==> src/rtl/core/mlpf_pkg.sv <==
// ----------------------------------------------------------------------------
// mlpf_pkg: shared types and codes of the multilevel priority FIFO
// Operation and status codes, fixed port widths and the control structs
// passed between the top level, the level cells and the entry pool.
// ----------------------------------------------------------------------------
package mlpf_pkg;

    localparam int OP_W   = 2;
    localparam int PRIO_W = 3;
    localparam int ITEM_W = 32;
    localparam int STAT_W = 2;

    localparam logic [OP_W-1:0] OP_ENQ  = 2'd0;
    localparam logic [OP_W-1:0] OP_DEQ  = 2'd1;
    localparam logic [OP_W-1:0] OP_PEEK = 2'd2;

    localparam logic [STAT_W-1:0] STAT_OK    = 2'd0;
    localparam logic [STAT_W-1:0] STAT_EMPTY = 2'd1;
    localparam logic [STAT_W-1:0] STAT_FULL  = 2'd2;

    // Update strobes broadcast to every level cell.
    typedef struct packed {
        logic enq;
        logic deq;
    } lvl_cmd_t;

    // Access strobes for the entry pool.
    typedef struct packed {
        logic rd_en;
        logic value_we;
        logic link_we;
        logic alloc;
    } pool_ctl_t;

endpackage

==> src/rtl/core/mlpf_level_cell.sv <==
// ----------------------------------------------------------------------------
// mlpf_level_cell: list ends of one priority level
// Holds head, tail and the non-empty flag of one level and takes part in
// the priority chain that marks the highest non-empty level.
// ----------------------------------------------------------------------------
module mlpf_level_cell
    import mlpf_pkg::*;
#(
    parameter int IDX = 0,
    parameter int LW  = 3,
    parameter int AW  = 6
)
(
    input  logic          clk,
    input  logic          rst_n,
    input  lvl_cmd_t      cmd,
    input  logic [LW-1:0] cmd_level,
    input  logic [AW-1:0] entry,
    input  logic [AW-1:0] next_head,
    input  logic          higher_found,
    output logic          found_out,
    output logic          is_top,
    output logic          nonempty,
    output logic [AW-1:0] head,
    output logic [AW-1:0] tail
);

    logic          nonempty_reg;
    logic          nonempty_next;
    logic [AW-1:0] head_reg;
    logic [AW-1:0] head_next;
    logic [AW-1:0] tail_reg;
    logic [AW-1:0] tail_next;
    logic          hit;

    assign hit = (cmd_level == LW'(IDX));

    always_comb
    begin
        nonempty_next = nonempty_reg;
        head_next     = head_reg;
        tail_next     = tail_reg;
        if (cmd.enq && hit)
        begin
            // append: an empty level also takes the entry as its head
            if (!nonempty_reg)
            begin
                head_next     = entry;
                nonempty_next = 1'b1;
            end
            tail_next = entry;
        end
        else if (cmd.deq && hit)
        begin
            // drop the head; the last entry empties the level
            if (head_reg == tail_reg)
            begin
                nonempty_next = 1'b0;
            end
            else
            begin
                head_next = next_head;
            end
        end
    end

    always_ff @(posedge clk or negedge rst_n)
    begin
        if (!rst_n)
        begin
            nonempty_reg <= 1'b0;
        end
        else
        begin
            nonempty_reg <= nonempty_next;
        end
    end

    always_ff @(posedge clk)
    begin
        head_reg <= head_next;
        tail_reg <= tail_next;
    end

    assign found_out = higher_found | nonempty_reg;
    assign is_top    = nonempty_reg & ~higher_found;
    assign nonempty  = nonempty_reg;
    assign head      = head_reg;
    assign tail      = tail_reg;

endmodule

==> src/rtl/core/mlpf_pool.sv <==
// ----------------------------------------------------------------------------
// mlpf_pool: shared entry pool
// Value and link memories with registered reads. A fill mark stands in for
// the reset free chain: an entry at or above it reads its link as the next
// entry in order.
// ----------------------------------------------------------------------------
module mlpf_pool
    import mlpf_pkg::*;
#(
    parameter int POOL_DEPTH  = 64,
    parameter int VALUE_WIDTH = 32
)
(
    input  logic                                 clk,
    input  logic                                 rst_n,
    input  pool_ctl_t                            ctl,
    input  logic [$clog2(POOL_DEPTH)-1:0]        rd_addr,
    input  logic [$clog2(POOL_DEPTH)-1:0]        value_wr_addr,
    input  logic [VALUE_WIDTH-1:0]               value_wr_data,
    input  logic [$clog2(POOL_DEPTH)-1:0]        link_wr_addr,
    input  logic [$clog2(POOL_DEPTH)-1:0]        link_wr_data,
    output logic [VALUE_WIDTH-1:0]               rd_value,
    output logic [$clog2(POOL_DEPTH)-1:0]        rd_link
);

    localparam int AW = $clog2(POOL_DEPTH);
    localparam int CW = $clog2(POOL_DEPTH + 1);

    logic [VALUE_WIDTH-1:0] value_mem [POOL_DEPTH];
    logic [AW-1:0]          link_mem  [POOL_DEPTH];

    logic [VALUE_WIDTH-1:0] value_rd_reg;
    logic [AW-1:0]          link_rd_reg;
    logic [AW-1:0]          addr_rd_reg;
    logic                   fresh_rd_reg;
    logic [CW-1:0]          fill_reg;
    logic [CW-1:0]          fill_next;
    logic [AW-1:0]          succ;

    always_ff @(posedge clk)
    begin
        if (ctl.value_we)
        begin
            value_mem[value_wr_addr] <= value_wr_data;
        end
        if (ctl.link_we)
        begin
            link_mem[link_wr_addr] <= link_wr_data;
        end
        if (ctl.rd_en)
        begin
            value_rd_reg <= value_mem[rd_addr];
            link_rd_reg  <= link_mem[rd_addr];
            addr_rd_reg  <= rd_addr;
            fresh_rd_reg <= (CW'(rd_addr) >= fill_reg);
        end
    end

    // advance the mark when a never-used entry is handed out
    assign fill_next = (ctl.alloc && fresh_rd_reg) ? fill_reg + CW'(1) : fill_reg;

    always_ff @(posedge clk or negedge rst_n)
    begin
        if (!rst_n)
        begin
            fill_reg <= '0;
        end
        else
        begin
            fill_reg <= fill_next;
        end
    end

    assign succ     = (addr_rd_reg == AW'(POOL_DEPTH - 1)) ? '0 : addr_rd_reg + AW'(1);
    assign rd_link  = fresh_rd_reg ? succ : link_rd_reg;
    assign rd_value = value_rd_reg;

endmodule

==> src/rtl/core/multilevel_priority_fifo.sv <==
// ----------------------------------------------------------------------------
// multilevel_priority_fifo: strict priority FIFO over a shared entry pool
// One linked list per priority level in a pool of POOL_DEPTH entries.
// Enqueue appends to the tail of a level; dequeue removes and peek reads
// the head of the highest non-empty level. One result per item.
// ----------------------------------------------------------------------------
//
//  channel | handshake           | payload
//  --------+---------------------+----------------------------------------
//  in      | in_valid, in_ready  | opcode, prio_level, item_value
//  out     | out_valid, out_ready| out_value, out_level, status
//
//  Steps: ST_IDLE accepts, finds the top level in the cell chain and starts
//  the registered read of the pool memories; ST_EXEC, which takes no new
//  item, writes link, value and list pointers and loads the result register.
//  Stalls: ST_EXEC holds while the result register is full and
//  not taken; a new item is accepted while an earlier result still waits.
//  Reset: takes effect at once, no clearing pass; the pool fill mark
//  replaces the reset free chain.
// ----------------------------------------------------------------------------
module multilevel_priority_fifo
    import mlpf_pkg::*;
#(
    parameter int NUM_LEVELS  = 8,
    parameter int POOL_DEPTH  = 64,
    parameter int VALUE_WIDTH = 32
)
(
    input  logic                     clk,
    input  logic                     rst_n,
    input  logic                     in_valid,
    output logic                     in_ready,
    input  logic [OP_W-1:0]          opcode,
    input  logic [PRIO_W-1:0]        prio_level,
    input  logic signed [ITEM_W-1:0] item_value,
    output logic                     out_valid,
    input  logic                     out_ready,
    output logic signed [ITEM_W-1:0] out_value,
    output logic [PRIO_W-1:0]        out_level,
    output logic [STAT_W-1:0]        status
);

    localparam int LW = $clog2(NUM_LEVELS);
    localparam int AW = $clog2(POOL_DEPTH);
    localparam int CW = $clog2(POOL_DEPTH + 1);
    // level count seen by the 3-bit reduction; zero when no reduction needed
    localparam logic [PRIO_W-1:0] NL_RED = PRIO_W'(NUM_LEVELS < 8 ? NUM_LEVELS : 0);

    typedef enum logic {
        ST_IDLE,
        ST_EXEC
    } state_t;

    state_t state_reg;
    state_t state_next;

    // item captured at accept
    logic [OP_W-1:0]        op_reg;
    logic [LW-1:0]          lvl_reg;
    logic [VALUE_WIDTH-1:0] val_reg;
    logic                   top_found_reg;
    logic [LW-1:0]          top_idx_reg;
    logic [AW-1:0]          addr_reg;

    // queue state
    logic [AW-1:0]          free_head_reg;
    logic [AW-1:0]          free_head_next;
    logic [CW-1:0]          used_reg;
    logic [CW-1:0]          used_next;

    // result register
    logic                     out_valid_reg;
    logic                     out_valid_next;
    logic signed [ITEM_W-1:0] out_value_reg;
    logic signed [ITEM_W-1:0] out_value_next;
    logic [PRIO_W-1:0]        out_level_reg;
    logic [PRIO_W-1:0]        out_level_next;
    logic [STAT_W-1:0]        status_reg;
    logic [STAT_W-1:0]        status_next;

    // cell chain
    logic [NUM_LEVELS:0]    chain;
    logic [NUM_LEVELS-1:0]  cell_top;
    logic [NUM_LEVELS-1:0]  cell_nonempty;
    logic [AW-1:0]          cell_head [NUM_LEVELS];
    logic [AW-1:0]          cell_tail [NUM_LEVELS];
    lvl_cmd_t               cell_cmd;
    logic [LW-1:0]          cell_level;

    // pool
    pool_ctl_t              pool_ctl;
    logic [AW-1:0]          pool_rd_addr;
    logic [AW-1:0]          link_wr_addr;
    logic [AW-1:0]          link_wr_data;
    logic [VALUE_WIDTH-1:0] pool_value;
    logic [AW-1:0]          pool_link;

    // decode and control
    logic                   accept;
    logic                   fire;
    logic                   is_enq;
    logic                   is_deq;
    logic                   full;
    logic                   alloc;
    logic                   release_entry;
    logic [PRIO_W-1:0]      prio_red;
    logic [LW-1:0]          lvl_in;
    logic                   top_found;
    logic [LW-1:0]          top_idx;
    logic [AW-1:0]          top_head;

    assign in_ready = (state_reg == ST_IDLE);
    assign accept   = in_valid & in_ready;
    assign fire     = (state_reg == ST_EXEC) && (!out_valid_reg || out_ready);

    // Reduce an out-of-range level modulo NUM_LEVELS; three steps cover
    // every 3-bit level for any count of two or more.
    always_comb
    begin
        prio_red = prio_level;
        for (int k = 0; k < 3; k++)
        begin
            if (NL_RED != '0 && prio_red >= NL_RED)
            begin
                prio_red = prio_red - NL_RED;
            end
        end
    end
    assign lvl_in = LW'(prio_red);

    // Priority chain: the highest level starts with nothing found above it.
    assign chain[NUM_LEVELS] = 1'b0;
    assign top_found         = chain[0];

    for (genvar i = 0; i < NUM_LEVELS; i++)
    begin : g_cell
        mlpf_level_cell #(
            .IDX (i),
            .LW  (LW),
            .AW  (AW)
        ) u_cell (
            .clk          (clk),
            .rst_n        (rst_n),
            .cmd          (cell_cmd),
            .cmd_level    (cell_level),
            .entry        (addr_reg),
            .next_head    (pool_link),
            .higher_found (chain[i+1]),
            .found_out    (chain[i]),
            .is_top       (cell_top[i]),
            .nonempty     (cell_nonempty[i]),
            .head         (cell_head[i]),
            .tail         (cell_tail[i])
        );
    end

    // One-hot top mark to level index and head pointer.
    always_comb
    begin
        top_idx  = '0;
        top_head = '0;
        for (int i = 0; i < NUM_LEVELS; i++)
        begin
            if (cell_top[i])
            begin
                top_idx  = top_idx | LW'(i);
                top_head = top_head | cell_head[i];
            end
        end
    end

    // Enqueue reads the free head entry; dequeue and peek read the top head.
    assign pool_rd_addr = (opcode == OP_ENQ) ? free_head_reg : top_head;

    always_comb
    begin
        is_enq = 1'b0;
        is_deq = 1'b0;
        case (op_reg)
            OP_ENQ:  is_enq = 1'b1;
            OP_DEQ:  is_deq = 1'b1;
            OP_PEEK: is_deq = 1'b0;
            default: is_deq = 1'b0;   // unused code behaves as peek
        endcase
    end

    assign full          = (used_reg == CW'(POOL_DEPTH));
    assign alloc         = fire & is_enq & ~full;
    assign release_entry = fire & is_deq & top_found_reg;

    // Level cell updates land when the item fires in ST_EXEC.
    assign cell_cmd.enq = alloc;
    assign cell_cmd.deq = release_entry;
    assign cell_level   = alloc ? lvl_reg : top_idx_reg;

    // Link the new entry behind the current tail, or push a freed entry
    // onto the free list.
    assign link_wr_addr = alloc ? cell_tail[lvl_reg] : addr_reg;
    assign link_wr_data = alloc ? addr_reg : free_head_reg;

    assign pool_ctl.rd_en    = accept;
    assign pool_ctl.value_we = alloc;
    assign pool_ctl.link_we  = (alloc & cell_nonempty[lvl_reg]) | release_entry;
    assign pool_ctl.alloc    = alloc;

    mlpf_pool #(
        .POOL_DEPTH  (POOL_DEPTH),
        .VALUE_WIDTH (VALUE_WIDTH)
    ) u_pool (
        .clk           (clk),
        .rst_n         (rst_n),
        .ctl           (pool_ctl),
        .rd_addr       (pool_rd_addr),
        .value_wr_addr (addr_reg),
        .value_wr_data (val_reg),
        .link_wr_addr  (link_wr_addr),
        .link_wr_data  (link_wr_data),
        .rd_value      (pool_value),
        .rd_link       (pool_link)
    );

    always_comb
    begin
        free_head_next = free_head_reg;
        used_next      = used_reg;
        if (alloc)
        begin
            free_head_next = pool_link;
            used_next      = used_reg + CW'(1);
        end
        else if (release_entry)
        begin
            free_head_next = addr_reg;
            used_next      = used_reg - CW'(1);
        end
    end

    // State and result register.
    always_comb
    begin
        state_next     = state_reg;
        out_valid_next = out_valid_reg & ~out_ready;
        out_value_next = out_value_reg;
        out_level_next = out_level_reg;
        status_next    = status_reg;
        case (state_reg)
            ST_IDLE:
            begin
                if (accept)
                begin
                    state_next = ST_EXEC;
                end
            end
            ST_EXEC:
            begin
                if (fire)
                begin
                    state_next     = ST_IDLE;
                    out_valid_next = 1'b1;
                    out_value_next = '0;
                    out_level_next = '0;
                    status_next    = STAT_OK;
                    if (is_enq)
                    begin
                        out_level_next = PRIO_W'(lvl_reg);
                        if (full)
                        begin
                            status_next = STAT_FULL;
                        end
                    end
                    else if (top_found_reg)
                    begin
                        out_value_next = $signed(ITEM_W'(pool_value));
                        out_level_next = PRIO_W'(top_idx_reg);
                    end
                    else
                    begin
                        status_next = STAT_EMPTY;
                    end
                end
            end
            default:
            begin
                state_next = ST_IDLE;
            end
        endcase
    end

    always_ff @(posedge clk or negedge rst_n)
    begin
        if (!rst_n)
        begin
            state_reg     <= ST_IDLE;
            out_valid_reg <= 1'b0;
            out_value_reg <= '0;
            out_level_reg <= '0;
            status_reg    <= STAT_OK;
            free_head_reg <= '0;
            used_reg      <= '0;
        end
        else
        begin
            state_reg     <= state_next;
            out_valid_reg <= out_valid_next;
            out_value_reg <= out_value_next;
            out_level_reg <= out_level_next;
            status_reg    <= status_next;
            free_head_reg <= free_head_next;
            used_reg      <= used_next;
        end
    end

    // Payload: capture at accept.
    always_ff @(posedge clk)
    begin
        if (accept)
        begin
            op_reg        <= opcode;
            lvl_reg       <= lvl_in;
            val_reg       <= VALUE_WIDTH'($unsigned(item_value));
            top_found_reg <= top_found;
            top_idx_reg   <= top_idx;
            addr_reg      <= pool_rd_addr;
        end
    end

    assign out_valid = out_valid_reg;
    assign out_value = out_value_reg;
    assign out_level = out_level_reg;
    assign status    = status_reg;

    // Pool accounting never overruns the pool.
    a_used_bound: assert property (@(posedge clk) disable iff (!rst_n)
        used_reg <= CW'(POOL_DEPTH))
        else $error("used count beyond pool depth");

    // An empty pool means no level may be marked non-empty.
    a_empty_levels: assert property (@(posedge clk) disable iff (!rst_n)
        (used_reg == '0) |-> !top_found)
        else $error("level non-empty while pool is empty");

    // At most one cell claims the top level.
    a_top_onehot: assert property (@(posedge clk) disable iff (!rst_n)
        $onehot0(cell_top))
        else $error("more than one top level");

    // A completed dequeue returns exactly one entry to the free list.
    a_release_count: assert property (@(posedge clk) disable iff (!rst_n)
        release_entry |=> used_reg == $past(used_reg) - CW'(1))
        else $error("dequeue did not release one entry");

endmodule
==> config.mk <==
export PLATFORM = sky130hd
export DESIGN_NAME = multilevel_priority_fifo
export DESIGN_NICKNAME = d
export VERILOG_FILES = /design/src/rtl/core/mlpf_pkg.sv /design/src/rtl/core/mlpf_level_cell.sv /design/src/rtl/core/mlpf_pool.sv /design/src/rtl/core/multilevel_priority_fifo.sv
export SDC_FILE = /design/constraint.sdc
export NUM_CORES = 2
export LEC_CHECK = 0
export ABC_CLOCK_PERIOD_IN_PS = 5400
export BUFFER_PORTS_ARGS = -buffer_cell sky130_fd_sc_hd__buf_2
export CORE_AREA = 8 8 339 587
export CTS_CLUSTER_SIZE = 16
export DETAILED_ROUTE_END_ITERATION = 7
export DIE_AREA = 0 0 347 595
export PLACE_DENSITY = 0.72
export SLEW_MARGIN = 5
export SYNTH_ARGS = -nofsm -noshare
export SYNTH_HDL_FRONTEND = slang
export SYNTH_HIERARCHICAL = 1
export SYNTH_SLANG_ARGS = --single-unit
==> constraint.sdc <==
create_clock -name clk -period 5.4 [get_ports clk]
set_clock_uncertainty 0.1 [all_clocks]
set_input_delay 0.27 -clock clk [delete_from_list [all_inputs] [get_ports clk]]
set_output_delay 0.27 -clock clk [all_outputs]
set_load 0.05 [all_outputs]
=== Yosys cells after proc, flatten, opt, wreduce, memory -nomap -nowiden ===
Memory sizes are Yosys's and may differ from the RTL's. A register that Yosys moved wholly into a read port is not among the register bits.
Index checks and enable logic that the tools add are counted.

* Bits in registers: 211
* RAM bits: 2,432
* Logic and storage cells: 284
* Memories kept: 2

* Add/subtract/negate cells: 4
* Order comparisons: 3
* Equality and inequality tests: 34
* Multiplexer cells: 101
* Bitwise operators: 40
* Reduce and logical (&&, ||, !) cells: 59

{| class="wikitable"
|+ Memories
! memory !! words !! bits a word !! read ports !! clocked after Yosys merged registers in !! write ports !! line !! RTL
|-
| u_pool.value_mem || 64 || 32 || 1 || 1 || 1 || mlpf_pool.sv:29 || <nowiki>logic [VALUE_WIDTH-1:0] value_mem [POOL_DEPTH];</nowiki>
|-
| u_pool.link_mem || 64 || 6 || 1 || 1 || 1 || mlpf_pool.sv:30 || <nowiki>logic [AW-1:0] link_mem [POOL_DEPTH];</nowiki>
|}

{| class="wikitable"
|+ Operators with widths
! kind !! count
|-
| 2-to-1 mux 6 bit || 49
|-
| 2-to-1 mux 32 bit || 2
|-
| == test 6 bit || 8
|-
| OR 6 bit || 7
|-
| 2-to-1 mux 1 bit || 38
|-
| nonzero test 2 bit || 17
|-
| AND reduction 3 bit || 8
|-
| binary-select mux 6 bit (select 3 bit) || 1
|-
| logical AND 1 bit || 18
|-
| AND reduction 2 bit || 9
|-
| inequality test 2 x 1 -> 1 bit (second input constant) || 8
|-
| inequality test 2 bit (second input constant) || 8
|-
| adder 7 x 1 -> 7 bit (second input constant) || 2
|-
| AND 1 bit || 14
|-
| 2-to-1 mux 7 bit || 2
|-
| == test 3 bit (second input constant) || 4
|-
| NOT 1 bit || 10
|-
| 2-to-1 mux 3 bit || 3
|-
| 2-to-1 mux 2 bit || 4
|-
| OR 1 bit || 8
|-
| == test 7 bit (second input constant) || 1
|-
| greater-or-equal comparator 6 x 7 -> 1 bit || 1
|-
| subtractor 7 x 1 -> 7 bit (second input constant) || 1
|-
| adder 6 x 1 -> 6 bit (second input constant) || 1
|-
| 15 further kinds || 17
|}

=== Logic depth before layout (Yosys ltp) ===
* Depth after elaboration: 25
* Gate-level depth with buffers: 23
* Mapped depth without buffers: 19

=== Cells and area by module ===
Netlist, hierarchy kept.

{| class="wikitable"
|+ By module, submodules not included
! module !! instances !! cells each !! area each (um^2) !! seq. area each (um^2)
|-
| mlpf_pool || 1 || 4,106 || 94,575.7 || 74,556.5
|-
| multilevel_priority_fifo || 1 || 336 || 4,690.7 || 2,712.6
|-
| mlpf_level_cell (g_cell[1].u_cell ...) || 3 || 39 || 621.8 || 385.4
|-
| mlpf_level_cell (g_cell[3].u_cell ...) || 3 || 38 || 618.1 || 385.4
|-
| mlpf_level_cell (g_cell[7].u_cell) || 1 || 50 || 601.8 || 385.4
|-
| mlpf_level_cell (g_cell[0].u_cell) || 1 || 38 || 596.8 || 385.4
|}

=== Worst setup path after synthesis ===
No wires, ideal clock.

* Kind: reg-to-reg
* Start point: reg state_reg
* End point: reg addr_reg[0], enable pin
* Data arrival time: 4,488 ps
* Slack: 259 ps
* Stages on the path, launching flop included: 2
* Path buffers: 0
* Period minus slack after synthesis: 5,141 ps
* Cells stage by stage: dfrtp_1 -> nor2b_1

* Longest elaborated chain between the ends: 2

{| class="wikitable"
|+ Ends and longest elaborated chain
! element !! line !! RTL
|-
| start, declared || multilevel_priority_fifo.sv:54 || <nowiki>state_t state_reg;</nowiki>
|-
| start signal, assigned || multilevel_priority_fifo.sv:303 || <nowiki>state_reg <= state_next;</nowiki>
|-
| NOT 1 bit || - ||
|-
| AND 1 bit || multilevel_priority_fifo.sv:113 || <nowiki>assign accept = in_valid & in_ready;</nowiki>
|-
| via accept || multilevel_priority_fifo.sv:99 || <nowiki>logic accept;</nowiki>
|-
| end signal, assigned || multilevel_priority_fifo.sv:323 || <nowiki>addr_reg <= pool_rd_addr;</nowiki>
|-
| end, declared || multilevel_priority_fifo.sv:63 || <nowiki>logic [AW-1:0] addr_reg;</nowiki>
|}

The timed path passes the listed nets, and every way through them passes these cells.
A chain may end at the register's enable or synchronous reset.

=== Worst setup path in the final report ===
* Start point: reg g_cell[7].u_cell.nonempty_reg
* End point: reg u_pool.value_rd_reg[20] (netlist: u_pool/rd_value[20]) (read register of u_pool.value_mem), data pin

* Longest elaborated chain between the ends: 24
* Elaborated cells on any way between the ends: 36
* Those cells by class: 9 x mux; 27 x bitwise

{| class="wikitable"
|+ Ends and longest elaborated chain
! element !! line !! RTL
|-
| start, declared || mlpf_level_cell.sv:28 || <nowiki>logic nonempty_reg;</nowiki>
|-
| start signal, assigned || mlpf_level_cell.sv:75 || <nowiki>nonempty_reg <= nonempty_next;</nowiki>
|-
| OR 1 bit * || mlpf_level_cell.sv:85 || <nowiki>assign found_out = higher_found | nonempty_reg;</nowiki>
|-
| via chain[6] || multilevel_priority_fifo.sv:82 || <nowiki>logic [NUM_LEVELS:0] chain;</nowiki>
|-
| OR 1 bit * || mlpf_level_cell.sv:85 ||
|-
| via chain[5] || multilevel_priority_fifo.sv:82 ||
|-
| OR 1 bit * || mlpf_level_cell.sv:85 ||
|-
| via chain[4] || multilevel_priority_fifo.sv:82 ||
|-
| OR 1 bit * || mlpf_level_cell.sv:85 ||
|-
| via chain[3] || multilevel_priority_fifo.sv:82 ||
|-
| [... 1 more ...] || - ||
|-
| via chain[2] || multilevel_priority_fifo.sv:82 ||
|-
| [... 1 more ...] || - ||
|-
| via chain[1] || multilevel_priority_fifo.sv:82 ||
|-
| [... 2 more ...] || - ||
|-
| via cell_top[0] || multilevel_priority_fifo.sv:83 || <nowiki>logic [NUM_LEVELS-1:0] cell_top;</nowiki>
|-
| [... 9 more ...] || - ||
|-
| OR 6 bit || multilevel_priority_fifo.sv:167 || <nowiki>top_head = top_head | cell_head[i];</nowiki>
|-
| 2-to-1 mux 6 bit * || multilevel_priority_fifo.sv:164 || <nowiki>if (cell_top[i])</nowiki>
|-
| OR 6 bit || multilevel_priority_fifo.sv:167 ||
|-
| 2-to-1 mux 6 bit * || multilevel_priority_fifo.sv:164 ||
|-
| OR 6 bit || multilevel_priority_fifo.sv:167 ||
|-
| 2-to-1 mux 6 bit * || multilevel_priority_fifo.sv:164 ||
|-
| 2-to-1 mux 6 bit * || multilevel_priority_fifo.sv:173 || <nowiki>assign pool_rd_addr = (opcode == OP_ENQ) ? free_head_reg : top_head;</nowiki>
|-
| via pool_rd_addr[2] || multilevel_priority_fifo.sv:92 || <nowiki>logic [AW-1:0] pool_rd_addr;</nowiki>
|-
| end, declared || mlpf_pool.sv:32 || <nowiki>logic [VALUE_WIDTH-1:0] value_rd_reg;</nowiki>
|}

Mark *: on every way through the listed nets, which the timed path passes. The rest lies on a longest branch.

==> results.md <==
- Post-synth ARST share: 0.0249
- Synthesized area per cell: 21.9 um^2
- P_leak: around 40 nW
- CP arrival: 5.87 ns
- TritonRoute pass-1 iters: 5
- Routed via count: between 50000 and 60000
- Worst-case clock buffer depth: 4
- PwrDens: ~430 nW/um^2
- Metal3 WL: 20100 um
- Worst Hold Class: in -> reg
- WL/cell: approximately 35 um
- Root Buffer: clkbuf_16
- Register area share after synthesis: 0.771
- Main synth FF type: edfxtp_1
- Post-synthesis mux area share: 0.154
- Post-DP HPWL: about 170000 um
- Die ar.: between 200000 and 250000 um^2
- Crit path from: g_cell[7].u_cell/nonempty
- # DRC: 0
- Clock-pin slew on the worst setup and hold paths: about 0.07 ns
- Final Cell Area: 122000 um^2
- CP Data Required Time: 5.88 ns
- Setup CP Type: reg -> reg
- H-tree levels: 4
- P&R area growth vs syn: 16.8%
- Yosys reg bits: ~2700
- Post-synth EDFFs: 2620
- RSZ-0062 raised after global routing: true
- Total stage count of the critical path: 20
- Largest net degree at the start of global routing: 93
- Total track usage: 0.270
- Post-synthesis xor/xnor area fraction: 0.00521
- Met2 routed WL: 149000 um
- Sink Count: about 2700
- Slowest CP cell: a221oi_4
- Initial Util: 0.547
- Crit path launch type: flop
- Slew headroom: 0.222
- Post-synthesis cell count: around 4800
- Status: complete, no violations
- Post-synth cell types: around 70
- Reg power frac: 0.476
- Die H: roughly 600 um
- Ports: 80
- Die width: 347 um
- Fin nets: approximately 5500
- Vias in the first global route: ~55000
- CP max FO: 26
- Slew Viols, Final: 0
- First-pass GRT wire length: around 400000 um
- CP top delay family: simple AND/OR/NAND/NOR gates
- Setup-failing EPs final: 0
- Biggest register: u_pool/value_mem
- Core Region: ~190000 um^2
- RePlAce Congestion: 0.889
- Final setup margin: roughly 0.015 ns
- Compound-cell area share of the yosys netlist: 0.0337
- Post-synth top area share: 0.755
- Max Clk Rate: ~190 MHz
- Net Switching: between 10 and 15 mW
- VDD IR max: between 0.3 and 0.4 mV
- Tcrit/Tclk final: 0.997
- Max reg flops: 2048
- Crit-path cells: or2_2 > or2_2 > or2_2 > or2_2 > or2_2 > or2_2 > or2_2 > nor2b_4 > buf_6 > a22oi_1 > nand4_1 > mux2_8 > buf_16 > buf_16 > buf_6 > nor2_4 > buf_12 > buf_4 > a221oi_4 > a221oi_1
- Internal: ~38 mW
- R2R Setup Slk: roughly 0.015 ns
- TNS Setup: 0 ns
- Met1 WL: around 90000 um
- Yosys warns: 6
- DRT Wirelength: about 290000 um
- GR Overflow Total: 0
- Vias per cell: roughly 6.7
- PortBufs: roughly 80
- Largest family of logic cells by synthesized area: multiplexers
- Worst-skew pair later-pin latency: just under 0.9 ns
- Reg-to-Reg Start: g_cell[7].u_cell/nonempty
- Share of cells above drive strength 1: 0.330
- Post-Synth Adder-Cell Area: 0.00175
- Worst R2R Path Depth: 20
- TritonCTS Buffers: 231
- Synth top area cells: edfxtp_1, mux4_2, dfrtp_1
- Final Critical Period: approximately 5.4 ns
- Least-Margin Pin Slew: about 1.2 ns
- CP Capture Type: flop
- Worst r2r dst: u_pool/rd_value[20]
- Row count: around 210
- Mapped Area: between 100000 and 150000 um^2
- Final hold viol count: 0
- Design Power: about 53 mW
- WP buf/inv: 6
- Cell Area, Placed: 112000 um^2
- Area leader, netlist: edfxtp_1
- Top sig layer: met5
- Clock Power Share: 0.322
- Post-Synth Simple-Gate Area: 0.0208
- Combinational fraction of design power: 0.202
- DRT iter0 DRCs: 6426
- Max cap viols: 0
- Worst slack, placed: -0.724 ns
- Critical Path Max Stage Delay: 0.47 ns
- Switching share of power: 0.271
- DRT antenna net count: 0
- TritonCTS clock tree: yes
- Regs by FF count: u_pool/value_mem: 2048 flops, u_pool/link_mem: 384 flops
- Number of antenna violations at the first check in global routing: 6
- Critical Path Most Common Cell: or2_2
- Critical path endpoint: u_pool/rd_value[20]
- Fillers: about 12000
[worst reg2reg max path: stages, from the launching register on]
cell	delay, ns
dfrtp_1	0.37
or2_2	0.30
or2_2	0.28
or2_2	0.28
or2_2	0.29
or2_2	0.29
or2_2	0.29
or2_2	0.31
nor2b_4	0.14
buf_6	0.12
a22oi_1	0.09
nand4_1	0.26
mux2_8	0.27
buf_16	0.19
buf_16	0.19
buf_6	0.17
nor2_4	0.08
buf_12	0.19
buf_4	0.26
a221oi_4	0.47
a221oi_1	0.18
[power groups by stage]
stage	Sequential (mW)	Clock, mW	Combinational (mW)
floorplan	26.0	0	4.85
global placement	25.5	0	9.71
detailed placement	25.5	0	9.89
CTS	25.1	17.1	10.3
global route	25.1	17.9	11.0
finish	25.1	17.0	10.6
[through the flow]
stage / util / hold slack, ns / std cells
final: 0.639 / 0.0346 / 8097
after global routing: 0.639 / 0.0399 / 8094
after CTS: 0.634 / 0.000491 / 8043
after detailed placement: 0.586 / 0.0267 / 7538
after global placement: 0.586 / 0.0230 / 7537
after floorplan: - / -0.126 / 4762
[cells in the final DEF, fill, tap and decap left out, types with 16 or more instances in the layout]
cell and count:
a211oi_1 16, a21oi_1 78, a21oi_2 25, a221oi_1 46, a22o_1 77, a22oi_1 24, a31oi_1 18, buf_12 85
buf_2 78, buf_4 425, buf_6 27, bufinv_16 32, clkbuf_1 37, clkbuf_16 240, clkinv_1 37, clkinv_2 36
dfrtp_1 67, dlygate4sd3_1 65, edfxtp_1 2620, inv_1 16, mux2_4 46, mux2i_1 104, mux4_2 622, nand2_1 57
nand2b_1 19, nand3_1 21, nor2_1 135, nor2_4 62, nor2b_1 20, o21ai_0 38, o21ai_1 18, o221ai_1 36
o22ai_1 50, xor2_1 50
[repair_timing]
action,CTS,global route
endpoints found under the hold margin,110,0
setup endpoints to repair,31,38
gates resized for setup,66,102
hold buffers,65,0
pin swaps,2,15
setup buffers,23,47
cloned,5,5
[how the worst min path moves through the flow]
stage | from | to | slack (ns) | cells after the start
finish | item_value[18] | val_reg[18] | 0.03 | 2
global route | item_value[18] | val_reg[18] | 0.04 | 2
CTS | item_value[18] | val_reg[18] | 0.0005 | 2
detailed placement | rst_n | out_value[15] | 0.03 | 1
global placement | rst_n | state_reg | 0.02 | 1
floorplan | rst_n | free_head_reg[0] | -0.13 | 0
[cell usage after synthesis, drive strengths merged (26+ instances only)]
master	count
a21oi	105
a221oi	66
a22o	78
buf	145
clkbuf	103
dfrtp	67
edfxtp	2620
mux2	62
mux2i	112
mux4	622
nand2	62
nor2	202
nor2b	26
o21ai	60
o221ai	45
o22ai	54
xor2	50
[kinds of logic after synthesis]
kind of cell / after synthesis
mux: 796
fa+ha+maj: 14
simple gates: 433
compound gates: 499
xor+xnor: 62
buf+inv: 269
flops: 2687
other cells: 1
[cell type report]
| type | count | area, um^2 | area share |
|---|---|---|---|
| Timing Repair Buffer | 706 | 6910 | 0.0568 |
| Antenna cell | 4 | 10.0 | 0.0000823 |
| Sequential cell | 2687 | 80400 | 0.660 |
| Tap cell | 2461 | 3080 | 0.0253 |
| Clock buffer | 283 | 6170 | 0.0507 |
| Multi-Input combinational cell | 1806 | 23600 | 0.194 |
| Clock inverter | 129 | 1500 | 0.0123 |
| Inverter | 21 | 96.3 | 0.000792 |
[metal layers]
layer | up-vias | track usage
met5 | - | 0
met4 | 4 | 0.182
met3 | 824 | 0.0368
met2 | 3211 | 0.474
met1 | 28500 | 0.307
li1 | 21500 | -
Note: power is estimated with default switching activity, not from simulation.
